### config.mk
export PLATFORM = sky130hd
export DESIGN_NAME = http_request_byte_tokenizer_top
export DESIGN_NICKNAME = d
export VERILOG_FILES = /design/src/rtl/htok_pkg.sv /design/src/rtl/htok_in_reg.sv /design/src/rtl/htok_core.sv /design/src/rtl/http_request_byte_tokenizer_top.sv
export SDC_FILE = /design/constraint.sdc
export NUM_CORES = 1
export LEC_CHECK = 0
export ABC_AREA = 0
export BUFFER_PORTS_ARGS = -buffer_cell sky130_fd_sc_hd__buf_2
export CORE_MARGIN = 2
export CORE_UTILIZATION = 47
export CTS_CLUSTER_DIAMETER = 60
export CTS_CLUSTER_SIZE = 14
export DETAILED_ROUTE_END_ITERATION = 12
export GPL_TIMING_DRIVEN = 0
export PLACE_DENSITY = 0.75
export RECOVER_POWER = 100
export SLEW_MARGIN = 20
export SYNTH_ARGS = -nofsm -noshare
export SYNTH_HDL_FRONTEND = slang
export SYNTH_SLANG_ARGS = --single-unit
### constraint.sdc
create_clock -name clock -period 5.6 [get_ports clock]
set_input_delay 0.84 -clock clock [delete_from_list [all_inputs] [get_ports clock]]
set_output_delay 0.84 -clock clock [all_outputs]
set_load 0.01 [all_outputs]
### src/rtl/htok_pkg.sv
// ----------------------------------------------------------------------------
// htok_pkg - shared types and constants for the HTTP request byte tokeniser
// Beat structs, parse phases, token kinds, delimiter characters and the
// Content-Length key table.
// ----------------------------------------------------------------------------
package htok_pkg;

   // Default width of the parsed body length
   localparam int LENGTH_BITS_DEF = 32;

   // Header key that carries the body length, and its special match indexes
   localparam int         KEY_CHARS  = 14;
   localparam logic [3:0] KEY_LEN    = 4'd14;
   localparam logic [3:0] KEY_DIGITS = 4'd15;

   // Token kinds
   localparam logic [3:0] KIND_DELIM  = 4'd0;
   localparam logic [3:0] KIND_METHOD = 4'd1;
   localparam logic [3:0] KIND_URL    = 4'd2;
   localparam logic [3:0] KIND_QKEY   = 4'd3;
   localparam logic [3:0] KIND_QVAL   = 4'd4;
   localparam logic [3:0] KIND_VER    = 4'd5;
   localparam logic [3:0] KIND_HKEY   = 4'd6;
   localparam logic [3:0] KIND_HVAL   = 4'd7;
   localparam logic [3:0] KIND_BODY   = 4'd8;

   // Characters of interest
   localparam logic [7:0] CH_SPACE = 8'h20;
   localparam logic [7:0] CH_QMARK = 8'h3F;
   localparam logic [7:0] CH_AMP   = 8'h26;
   localparam logic [7:0] CH_EQ    = 8'h3D;
   localparam logic [7:0] CH_COLON = 8'h3A;
   localparam logic [7:0] CH_CR    = 8'h0D;
   localparam logic [7:0] CH_LF    = 8'h0A;
   localparam logic [7:0] CH_ZERO  = 8'h30;
   localparam logic [7:0] CH_NINE  = 8'h39;

   // Parse phases
   typedef enum logic [3:0] {
      PH_METHOD,
      PH_URL,
      PH_QKEY,
      PH_QVAL,
      PH_VERSION,
      PH_HKEY,
      PH_HVAL,
      PH_BODY,
      PH_DONE
   } phase_type;

   // Input beat
   typedef struct packed {
      logic [7:0] data_byte;
      logic       start_of_request;
   } req_beat_type;

   // Result beat
   typedef struct packed {
      logic [7:0]  byte_out;
      logic [3:0]  kind;
      logic        pair_end;
      logic        query_present;
      logic [31:0] content_length;
      logic        request_done;
      logic        format_error;
   } rsp_beat_type;

   // Handshake between the input register and the result register
   typedef struct packed {
      logic valid;   // input register holds a beat
      logic step;    // beat moves on into the result register this cycle
   } stage_ctl_type;

   // Characters of "Content-Length", by match index
   function automatic logic [7:0] len_key_char(input logic [3:0] idx);
      logic [7:0] ch;
      unique case (idx)
         4'd0:    ch = 8'h43; // C
         4'd1:    ch = 8'h6F; // o
         4'd2:    ch = 8'h6E; // n
         4'd3:    ch = 8'h74; // t
         4'd4:    ch = 8'h65; // e
         4'd5:    ch = 8'h6E; // n
         4'd6:    ch = 8'h74; // t
         4'd7:    ch = 8'h2D; // -
         4'd8:    ch = 8'h4C; // L
         4'd9:    ch = 8'h65; // e
         4'd10:   ch = 8'h6E; // n
         4'd11:   ch = 8'h67; // g
         4'd12:   ch = 8'h74; // t
         4'd13:   ch = 8'h68; // h
         default: ch = 8'h00;
      endcase
      return ch;
   endfunction

endpackage

### src/rtl/htok_in_reg.sv
// ----------------------------------------------------------------------------
// htok_in_reg - input register
// Captures one request beat and holds it until the result register is free.
// ----------------------------------------------------------------------------
module htok_in_reg
   import htok_pkg::*;
(
   input  logic          clock,
   input  logic          reset,
   input  logic          req_valid,
   output logic          req_stall,
   input  req_beat_type  req_data,
   input  logic          out_free,
   output stage_ctl_type ctl,
   output req_beat_type  beat
);

   logic         valid_ff;
   logic         valid_in;
   req_beat_type data_ff;
   logic         load;

   // A held beat moves on whenever the result register can take it
   assign ctl.valid = valid_ff;
   assign ctl.step  = valid_ff & out_free;
   assign req_stall = valid_ff & ~out_free;
   assign load      = ~valid_ff | out_free;
   assign valid_in  = load ? req_valid : valid_ff;
   assign beat      = data_ff;

   always_ff @(posedge clock) begin
      if (reset) begin
         valid_ff <= 1'b0;
      end else begin
         valid_ff <= valid_in;
      end
   end

   // Payload, no reset
   always_ff @(posedge clock) begin
      if (load && req_valid) begin
         data_ff <= req_data;
      end
   end

endmodule

### src/rtl/htok_core.sv
// ----------------------------------------------------------------------------
// htok_core - parse state and byte classification
// Holds the parse state and works out the tag and flags of one beat.
// ----------------------------------------------------------------------------
module htok_core
   import htok_pkg::*;
#(
   parameter int LENGTH_BITS = LENGTH_BITS_DEF
)
(
   input  logic         clock,
   input  logic         reset,
   input  logic         step,
   input  req_beat_type beat,
   output rsp_beat_type result
);

   localparam int LB = LENGTH_BITS;

   // State registers
   phase_type       phase_ff,     phase_in;
   logic [3:0]      key_idx_ff,   key_idx_in;
   logic            key_mis_ff,   key_mis_in;
   logic            len_seen_ff,  len_seen_in;
   logic [LB-1:0]   len_val_ff,   len_val_in;
   logic [LB-1:0]   body_cnt_ff,  body_cnt_in;
   logic            query_ff,     query_in;
   logic            error_ff,     error_in;

   // Current state after an optional start of request
   phase_type       cur_phase;
   logic [3:0]      cur_key_idx;
   logic            cur_key_mis;
   logic            cur_len_seen;
   logic [LB-1:0]   cur_len_val;
   logic [LB-1:0]   cur_body_cnt;
   logic            cur_query;
   logic            cur_error;

   logic [7:0]      b;
   logic [3:0]      kind;
   logic            pend;
   logic            key_ok;
   logic [3:0]      digit;
   logic [LB+3:0]   len_x10;
   logic [LB:0]     body_next;
   logic [LB+31:0]  len_ext;

   assign b = beat.data_byte;

   // Decimal accumulate: 10*L + d, overflow when anything lands above LB bits
   assign digit   = 4'(b - CH_ZERO);
   assign len_x10 = {1'b0, cur_len_val, 3'b000} + {3'b000, cur_len_val, 1'b0}
                    + {{LB{1'b0}}, digit};
   assign body_next = {1'b0, cur_body_cnt} + {{LB{1'b0}}, 1'b1};
   assign key_ok    = ~cur_key_mis & (cur_key_idx >= KEY_LEN);

   always_comb begin
      // start of request clears everything before the byte is handled
      if (beat.start_of_request) begin
         cur_phase    = PH_METHOD;
         cur_key_idx  = 4'd0;
         cur_key_mis  = 1'b0;
         cur_len_seen = 1'b0;
         cur_len_val  = '0;
         cur_body_cnt = '0;
         cur_query    = 1'b0;
         cur_error    = 1'b0;
      end else begin
         cur_phase    = phase_ff;
         cur_key_idx  = key_idx_ff;
         cur_key_mis  = key_mis_ff;
         cur_len_seen = len_seen_ff;
         cur_len_val  = len_val_ff;
         cur_body_cnt = body_cnt_ff;
         cur_query    = query_ff;
         cur_error    = error_ff;
      end
   end

   // Next state and byte tag
   always_comb begin
      phase_in    = cur_phase;
      key_idx_in  = cur_key_idx;
      key_mis_in  = cur_key_mis;
      len_seen_in = cur_len_seen;
      len_val_in  = cur_len_val;
      body_cnt_in = cur_body_cnt;
      query_in    = cur_query;
      error_in    = cur_error;
      kind        = KIND_DELIM;
      pend        = 1'b0;

      unique case (cur_phase)
         PH_METHOD: begin
            if (b == CH_SPACE) phase_in = PH_URL;
            else               kind     = KIND_METHOD;
         end
         PH_URL: begin
            if (b == CH_QMARK) begin
               query_in = 1'b1;
               phase_in = PH_QKEY;
            end else if (b == CH_SPACE) begin
               phase_in = PH_VERSION;
            end else begin
               kind = KIND_URL;
            end
         end
         PH_QKEY: begin
            if (b == CH_EQ)         phase_in = PH_QVAL;
            else if (b == CH_SPACE) phase_in = PH_VERSION;
            else                    kind     = KIND_QKEY;
         end
         PH_QVAL: begin
            if (b == CH_AMP) begin
               pend     = 1'b1;
               phase_in = PH_QKEY;
            end else if (b == CH_SPACE) begin
               pend     = 1'b1;
               phase_in = PH_VERSION;
            end else begin
               kind = KIND_QVAL;
            end
         end
         PH_VERSION: begin
            if (b == CH_LF) begin
               key_idx_in = 4'd0;
               key_mis_in = 1'b0;
               phase_in   = PH_HKEY;
            end else if (b != CH_CR) begin
               kind = KIND_VER;
            end
         end
         PH_HKEY: begin
            if (b == CH_LF) begin
               // blank line: body only with a good, nonzero length
               if (cur_error || !cur_len_seen || cur_len_val == '0) phase_in = PH_DONE;
               else                                                  phase_in = PH_BODY;
            end else if (b == CH_SPACE) begin
               phase_in = PH_HVAL;
            end else if (b != CH_CR && b != CH_COLON) begin
               kind = KIND_HKEY;
               if (!cur_key_mis) begin
                  if (cur_key_idx < KEY_LEN && b == len_key_char(cur_key_idx))
                     key_idx_in = cur_key_idx + 4'd1;
                  else
                     key_mis_in = 1'b1;
               end
            end
         end
         PH_HVAL: begin
            if (b == CH_LF) begin
               pend = 1'b1;
               if (key_ok && !cur_len_seen) begin
                  if (cur_key_idx != KEY_DIGITS) error_in = 1'b1;
                  len_seen_in = 1'b1;
               end
               key_idx_in = 4'd0;
               key_mis_in = 1'b0;
               phase_in   = PH_HKEY;
            end else if (b != CH_CR) begin
               kind = KIND_HVAL;
               if (key_ok && !cur_len_seen) begin
                  if (b >= CH_ZERO && b <= CH_NINE) begin
                     key_idx_in = KEY_DIGITS;
                     if (len_x10[LB+3:LB] != 4'd0) begin
                        // saturate on overflow
                        error_in   = 1'b1;
                        len_val_in = '1;
                     end else begin
                        len_val_in = len_x10[LB-1:0];
                     end
                  end else begin
                     error_in = 1'b1;
                  end
               end
            end
         end
         PH_BODY: begin
            kind        = KIND_BODY;
            body_cnt_in = body_next[LB-1:0];
            if (body_next >= {1'b0, cur_len_val}) phase_in = PH_DONE;
         end
         default: begin
            phase_in = PH_DONE;
         end
      endcase
   end

   // Result fields from the updated state
   assign len_ext = {32'd0, len_val_in};

   always_comb begin
      result.byte_out       = b;
      result.kind           = kind;
      result.pair_end       = pend;
      result.query_present  = query_in;
      result.content_length = len_seen_in ? len_ext[31:0] : 32'd0;
      result.request_done   = (phase_in == PH_DONE);
      result.format_error   = error_in;
   end

   // State update, one beat per step
   always_ff @(posedge clock) begin
      if (reset) begin
         phase_ff    <= PH_METHOD;
         key_idx_ff  <= 4'd0;
         key_mis_ff  <= 1'b0;
         len_seen_ff <= 1'b0;
         len_val_ff  <= '0;
         body_cnt_ff <= '0;
         query_ff    <= 1'b0;
         error_ff    <= 1'b0;
      end else if (step) begin
         phase_ff    <= phase_in;
         key_idx_ff  <= key_idx_in;
         key_mis_ff  <= key_mis_in;
         len_seen_ff <= len_seen_in;
         len_val_ff  <= len_val_in;
         body_cnt_ff <= body_cnt_in;
         query_ff    <= query_in;
         error_ff    <= error_in;
      end
   end

endmodule

### src/rtl/http_request_byte_tokenizer_top.sv
// ----------------------------------------------------------------------------
// http_request_byte_tokenizer_top - HTTP request byte tokeniser
// Tags every byte of an HTTP request and tracks the Content-Length body.
// ----------------------------------------------------------------------------
// Usage:
//   req_ channel: one request byte per beat, with start_of_request set on the
//   first byte of a new request to clear the parse state.
//   rsp_ channel: one result beat per request beat, in order, carrying the
//   byte, its token kind, pair end, query flag, parsed length, done and error.
// Path: a request beat is captured in the input register, then tagged by the
//   classification logic and captured in the result register.
// Throughput: one beat per cycle while rsp_ is not stalled; the parse state is a
//   single loop through the classification logic, closed once per beat.
// Reset: synchronous; clears both stage valids and the parse state back to
//   the method phase. No memories, so no clearing pass.
// Stall: while rsp_stall holds a shown beat, the input register still takes
//   one more beat; req_stall rises only once that register is full too.
// ----------------------------------------------------------------------------
module http_request_byte_tokenizer_top
   import htok_pkg::*;
#(
   parameter int LENGTH_BITS = LENGTH_BITS_DEF
)
(
   input  logic         clock,
   input  logic         reset,
   input  logic         req_valid,
   output logic         req_stall,
   input  req_beat_type req_data,
   output logic         rsp_valid,
   input  logic         rsp_stall,
   output rsp_beat_type rsp_data
);

   stage_ctl_type ctl;
   req_beat_type  beat;
   rsp_beat_type  result;
   logic          out_free;
   logic          rsp_valid_ff;
   logic          rsp_valid_in;
   rsp_beat_type  rsp_data_ff;

   assign out_free = ~rsp_valid_ff | ~rsp_stall;

   htok_in_reg u_in_reg (
      .clock     (clock),
      .reset     (reset),
      .req_valid (req_valid),
      .req_stall (req_stall),
      .req_data  (req_data),
      .out_free  (out_free),
      .ctl       (ctl),
      .beat      (beat)
   );

   htok_core #(
      .LENGTH_BITS (LENGTH_BITS)
   ) u_core (
      .clock  (clock),
      .reset  (reset),
      .step   (ctl.step),
      .beat   (beat),
      .result (result)
   );

   // Result register
   assign rsp_valid_in = out_free ? ctl.valid : rsp_valid_ff;

   always_ff @(posedge clock) begin
      if (reset) begin
         rsp_valid_ff <= 1'b0;
      end else begin
         rsp_valid_ff <= rsp_valid_in;
      end
   end

   always_ff @(posedge clock) begin
      if (ctl.step) begin
         rsp_data_ff <= result;
      end
   end

   assign rsp_valid = rsp_valid_ff;
   assign rsp_data  = rsp_data_ff;

endmodule

# Word-level counts from Yosys, hierarchy flattened
# Memory sizes are Yosys's and may differ from the RTL's.
# Cells that the tools add are included.
# word_totals
input_bits	13
out_inout_bits	50
wordCells	150
regBits	135
mem_bits_ro	112
memories	1
# memory_table
memory	depth	word_bits	rd	rd_clocked_by_memory_dff	wr	line_no	source
(name not given)	16	7	1	0	0	htok_pkg.sv:77	unique case (idx)
# classes
eq_ne	17
mux	81
add_sub_neg	5
bitwise_logic	10
n_reduce_logical	12
n_lt_le_gt_ge	5
# op_table
cell	n
32-bit two-way mux	9
4-bit two-way mux	29
8-bit two-way mux	5
35-bit by 33-bit adder with 36-bit output	1
36-bit by 4-bit adder with 36-bit output	1
32-bit by 1-bit adder with 33-bit output, second input constant	1
33-bit by 32-bit greater-or-equal comparator with 1-bit output	1
8-bit by 6-bit == test with 1-bit output, second input constant	4
32-bit zero test	1
4-bit case mux with 8 select lines	1
4-bit case mux with 7 select lines	1
1-bit two-way mux	27
4-bit by 3-bit == test with 1-bit output, second input constant	4
3-bit two-way mux	4
4-bit case mux with 3 select lines	1
4-bit by 2-bit == test with 1-bit output, second input constant	2
8-bit by 4-bit == test with 1-bit output, second input constant	1
8-bit == test	1
8-bit by 6-bit greater-or-equal comparator with 1-bit output, second input constant	1
8-bit by 6-bit <= comparator with 1-bit output, second input constant	1
8-bit by 4-bit != test with 1-bit output, second input constant	1
8-bit by 6-bit != test with 1-bit output, second input constant	1
1-bit logical AND	5
1-bit inverter	5
16 further kinds	22

# Depth between registers and ports, before layout
# An unclocked memory read counts as a cell.
# logic_depth
depth_word	15
mapped_depth	24

# By module
# A second synthesis with hierarchy kept.
# unflattened
hier_cells	1218
area_unflattened_um2	10110.9
# modules_own_cells
module	cells_per_inst	instances	area_per_inst_um2
htok_core	1151	1	8303.0
http_request_byte_tokenizer_top	52	1	1473.9
htok_in_reg	15	1	334.1

# Worst setup path after synthesis
# Ideal clock, no wire load.
# synth_path
path_kind	reg-to-reg
from	register u_in_reg.data_ff (netlist bit u_in_reg.beat[0])
to	register u_core.phase_ff[2]
path_stages_with_launch	25
t_arrival_ns	4.735
setup_slack_ns	0.770
cell_sequence	edfxtp_1 -> buf_2 -> clkbuf_1 -> clkbuf_1 -> clkbuf_1 -> buf_1 -> nor2b_1 -> ha_1 -> inv_1 -> nor3b_1 -> nand2_1 -> or3_1 -> nor2_1 -> xnor2_1 -> nor2_1 -> ha_1 -> a21o_1 -> a21o_1 -> a21oi_1 -> o21ai_0 -> a221o_1 -> nand3_1 -> nand3b_1 -> o21a_1 -> a221oi_1
# synth_between
elab_chain_len	7
# synth_lines
item	line_no	source
from (decl)	htok_in_reg.sv:20	req_beat_type data_ff;
from (signal assigned)	htok_in_reg.sv:42	data_ff <= req_data;
parallel branches: the longest is 6 deep, another holds 32-bit by 1-bit adder with 33-bit output	n/a	
4-bit case mux with 7 select lines *	htok_core.sv:94	unique case (cur_phase)
to (signal assigned)	htok_core.sv:215	phase_ff <= phase_in;
to (decl)	htok_core.sv:21	phase_type phase_ff, phase_in;
# Every way passes the cells marked *.
# A chain may end at the register's enable or synchronous reset.

# Worst setup path in the final report
# Same ends and word-level chain as after synthesis.

==> reports/summary.md <==
The flow ran to the end, but the final reports show violations. The final reports fail on capacitance limit, slew limit. The minimum period implied by the final worst setup slack is 5415 ps. For the number of global-route vias before repair, the log shows 9389. The tools report the count of final hold-check violations as 0.

The run gives 1377 as the post-synthesis net count. The leakage dissipation is 4.817 nW. The clock net in this run drives a total of 135 sinks.

The overall track demand over capacity in global routing came out at 28.57%. The overall via count from detail_route came out at 10.28k. Setup violations remaining at the end of the flow were counted as 0. The worst pin sits at a relative slew slack of -22.61%. The run gives 17 as the total CTS buffers.

The post-synthesis sequential element count works out to 135. The final layout contains 1457 nets. The cell at the root of the clock tree is sky130_fd_sc_hd__clkbuf_16. Dividing the final minimum period by the clock period gives 96.69%. Row generation in the floorplan step produced 53 rows.

In the global route stage, met1 resource usage came out at 38.00%. The die height works out to 151.5 um. For this run, the detailed router's first-pass iteration total came to 6. After the first detailed-routing iteration, the DRC count stood at 1116.

The combined area of all synthesized cells is 10230 sq um, and the fraction of final layout cells sized beyond drive strength 1 is 6.425%. In the global route stage, met3 resource usage came out at 5.778%. Yosys printed 0 warnings.

The floorplan step defined a die boundary enclosing 22950 sq um. For the final non-filler cell total, the log shows 1629. The tools report the quantity of hold-fixing buffers added after cts as 0. The number of antenna violations at the first check in global routing was 0; the weighted congestion reported at the end of routability-driven placement was 0.9900. In this run the most used layer during global routing was met2. The path class of the tightest hold or removal check is flop to flop. Setup repair after global routing left no endpoint under its margin.

After detailed placement, the design holds a cell count of 1598. The tools report the number of distinct library cells after synthesis as 79. Relative to the synthesized area, the layout overhead comes to 11.91%. Final hold analysis gives a worst-case slack of 447.5 ps. Cells fill 53.93% of the core in the end.

For the clock network latency to the later pin of the worst-skew pair, the log shows 430 ps. The count of flip-flops with a built-in enable after synthesis was 57. The highest net fanout along the worst path is 19. The worst setup path is of the flop to flop kind. Once detailed placement completed, the half-perimeter wirelength came to 24380 um. The per-cell routed wire length works out to 20.03 um. The initial utilization of the core area, before any placement, comes to 48.19%. In this run the power density over the cells is 206.1 nW/um^2. The tool flagged a number of max-cap violations equal to 2.

The worst setup path is captured at a flop. For the pin with the worst max-slew slack, the measured transition is 1839 ps. Entering global routing, the biggest net connects 32 pins. For met2 alone, demand over resource in global routing was 46.31%.

STA classifies the critical path startpoint as a flop. For the total detailed-routing wirelength, the log shows 32630 um. The clock-pin slew on the worst setup and hold paths came out at 60 ps.

During I/O placement, the number of pins put on the boundary was 63. The first global-routing pass estimated 50490 um of wire. For the data arrival at the endpoint of the critical path, the log shows 5750 ps. For the number of routed nets with antenna violations, the log shows 0.

The cell count after synthesis was 1261. The placeable core area was 21220 sq um. Clock skew on the completed layout was measured at 9.272 ps. The H-tree generated during clock tree synthesis spans 4 levels. The floorplan step set the die width to 151.5 um. Of the synthesized area, sequential elements account for 32.01%. STA puts the critical path data required time at 5930 ps. Using the TritonRoute via totals, the vias-per-cell ratio works out to 6.310. For this run, asynchronously set or reset flops after synthesis account for 0%. The tools report the total inserted antenna cells as 0. Remaining routing DRC violations: 0.

The max-slew violation count was 60. A synthesized cell averages 8.109 sq um. The number of port buffers came out at 61. In the synthesized netlist the dominant register cell turns out to be sky130_fd_sc_hd__dfxtp_1. For this run the aggregate overflow at the end of global routing stands at 0. For this run, the top clock speed supported by timing is 184.7 MHz. Counting along the longest clock path gives a buffer depth of 2.

TritonCTS built the clock tree. Worst-case vdd ir drop: 0.1774 mV.
stage by stage:
stage	power (W)	setup WS (ps)	area, sq um	setup TNS [ps]
final	0.002359	185.4	11440	0
after global placement	0.001238	-852.4	10880	-12170
after global routing	0.002409	0.01155	11440	0
after detailed placement	0.001242	-868.4	10900	-13740
after floorplan	0.001175	770.0	10230	0
after CTS	0.002352	36.10	11500	0
sequential cells by signal (all words and copies together) (netlist names):
signal              count
u_in_reg.beat           9
u_core.key_idx_ff       4
rsp_valid               1
u_core.body_cnt_ff     32
u_core.len_val_ff      32
u_core.query_ff         1
u_core.len_seen_ff      1
u_in_reg.valid_ff       1
rsp_data               48
u_core.phase_ff         4
u_core.error_ff         1
u_core.key_mis_ff       1
worst max-delay path: stages (launching register included):
cell	delay (ps)
sky130_fd_sc_hd__edfxtp_1	380
sky130_fd_sc_hd__buf_2	250
sky130_fd_sc_hd__buf_4	250
sky130_fd_sc_hd__clkbuf_2	220
sky130_fd_sc_hd__buf_4	250
sky130_fd_sc_hd__nor2b_2	190
sky130_fd_sc_hd__ha_2	260
sky130_fd_sc_hd__inv_1	90
sky130_fd_sc_hd__nor3b_4	320
sky130_fd_sc_hd__nand2_2	170
sky130_fd_sc_hd__or3_1	420
sky130_fd_sc_hd__nor2_1	150
sky130_fd_sc_hd__xnor2_1	140
sky130_fd_sc_hd__nor2_1	90
sky130_fd_sc_hd__ha_1	340
sky130_fd_sc_hd__a21o_1	160
sky130_fd_sc_hd__a21o_1	170
sky130_fd_sc_hd__a21oi_1	120
sky130_fd_sc_hd__o21ai_0	100
sky130_fd_sc_hd__a221o_1	390
sky130_fd_sc_hd__nand3_1	100
sky130_fd_sc_hd__nand3b_1	190
sky130_fd_sc_hd__o21a_1	270
sky130_fd_sc_hd__a221oi_1	270
path summary, 6_finish.rpt:
path	from	endpoint	slack, ps	depth (start not counted)
setup / recovery	u_in_reg.beat[0]	u_core.phase_ff[2]	190	23
setup reg to reg	u_in_reg.beat[0]	u_core.phase_ff[2]	190	23
hold reg to reg	u_core.len_val_ff[12]	u_core.len_val_ff[12]	450	2
hold / removal	u_core.len_val_ff[12]	u_core.len_val_ff[12]	450	2
cell usage in the layout, fill, tap and decap left out, types with 8 or more instances in the layout:
cell type	count
sky130_fd_sc_hd__nor2b_1	18
sky130_fd_sc_hd__o211ai_1	8
sky130_fd_sc_hd__o21ai_0	83
sky130_fd_sc_hd__dfxtp_1	78
sky130_fd_sc_hd__nor4_1	18
sky130_fd_sc_hd__clkbuf_16	17
sky130_fd_sc_hd__edfxtp_1	57
sky130_fd_sc_hd__xnor2_1	38
sky130_fd_sc_hd__buf_2	19
sky130_fd_sc_hd__a22oi_1	30
sky130_fd_sc_hd__a31oi_1	10
sky130_fd_sc_hd__a211oi_1	8
sky130_fd_sc_hd__a21o_1	23
sky130_fd_sc_hd__nand3_1	39
sky130_fd_sc_hd__nand4_1	16
sky130_fd_sc_hd__o22ai_1	9
sky130_fd_sc_hd__a21oi_1	103
sky130_fd_sc_hd__o21a_1	9
sky130_fd_sc_hd__ha_1	100
sky130_fd_sc_hd__clkbuf_1	95
sky130_fd_sc_hd__nor3_1	22
sky130_fd_sc_hd__nand2_1	170
sky130_fd_sc_hd__and3_1	11
sky130_fd_sc_hd__o221ai_1	13
sky130_fd_sc_hd__inv_1	54
sky130_fd_sc_hd__nor2_1	128
sky130_fd_sc_hd__nand2b_1	21
sky130_fd_sc_hd__xor2_1	23
metal layers:
metal	vias up	routed length [um]	part of all wire [%]
met4	2	946	2.9
li1	4739	-	-
met2	600	14890	46
met1	4854	13410	41
met3	84	3363	10
met5	-	21	0.064
synth_stat cells, drive strengths merged, types with 9 or more instances:
| cell type | instances | share of area [%] |
|---|---|---|
| nand2 | 171 | 6.3 |
| nor2 | 128 | 4.7 |
| a21oi | 106 | 5.4 |
| ha | 101 | 12 |
| o21ai | 84 | 4.1 |
| dfxtp | 78 | 15 |
| edfxtp | 57 | 17 |
| inv | 54 | 2.0 |
| clkbuf | 43 | 1.6 |
| nand3 | 39 | 1.9 |
| xnor2 | 38 | 3.3 |
| a22oi | 30 | 2.2 |
| a21o | 23 | 1.7 |
| xor2 | 23 | 2.0 |
| nor3 | 22 | 1.1 |
| nor4 | 22 | 1.4 |
| buf | 21 | 1.1 |
| nand2b | 21 | 1.3 |
| nor2b | 19 | 1.2 |
| nand4 | 16 | 0.98 |
| o221ai | 15 | 1.4 |
| a31oi | 11 | 0.82 |
| and3 | 11 | 0.67 |
| o211ai | 9 | 0.71 |
| o21a | 9 | 0.66 |
| o22ai | 9 | 0.55 |
what timing repair did:
item / CTS / global route
cloned: 0 / 0
hold endpoints to repair: 0 / 0
gates resized for setup: 10 / 10
buffers inserted: 0 / 1
setup endpoints to repair: 39 / 39
cells by family (layout without fill, tap and decap cells):
logic type               after synthesis  after routing  share of synthesized area [%]
adder cells (fa/ha/maj)              103            103                          12.75
AND/OR/NAND/NOR                      487            487                          22.16
flip-flops                           135            135                          32.01
multiplexers                           6              6                         0.6240
AO/OA/AOI/OAI                        350            350                          22.50
buffers and inverters                119            212                          4.735
XOR/XNOR                              61             61                          5.224
area by class of cell:
cell class / instances / area, sq um
Timing Repair Buffer: 63 / 252.7
Tap cell: 275 / 344.1
Clock buffer: 19 / 432.9
Multi-Input combinational cell: 1007 / 6506
Buffer: 62 / 277.8
Clock inverter: 13 / 147.6
Sequential cell: 135 / 3273
Fill cell: 1976 / 9777
Inverter: 55 / 209.0
where the power goes:
group | leakage, nW | switching, W | internal [W]
logic | 3.39 | 0.000115 | 0.0000396
registers | 1.15 | 0.0000149 | 0.00105
clock network | 0.276 | 0.000476 | 0.000661
total | 4.82 | 0.000607 | 0.00175
No activity file was read; power rests on OpenSTA's default activity.
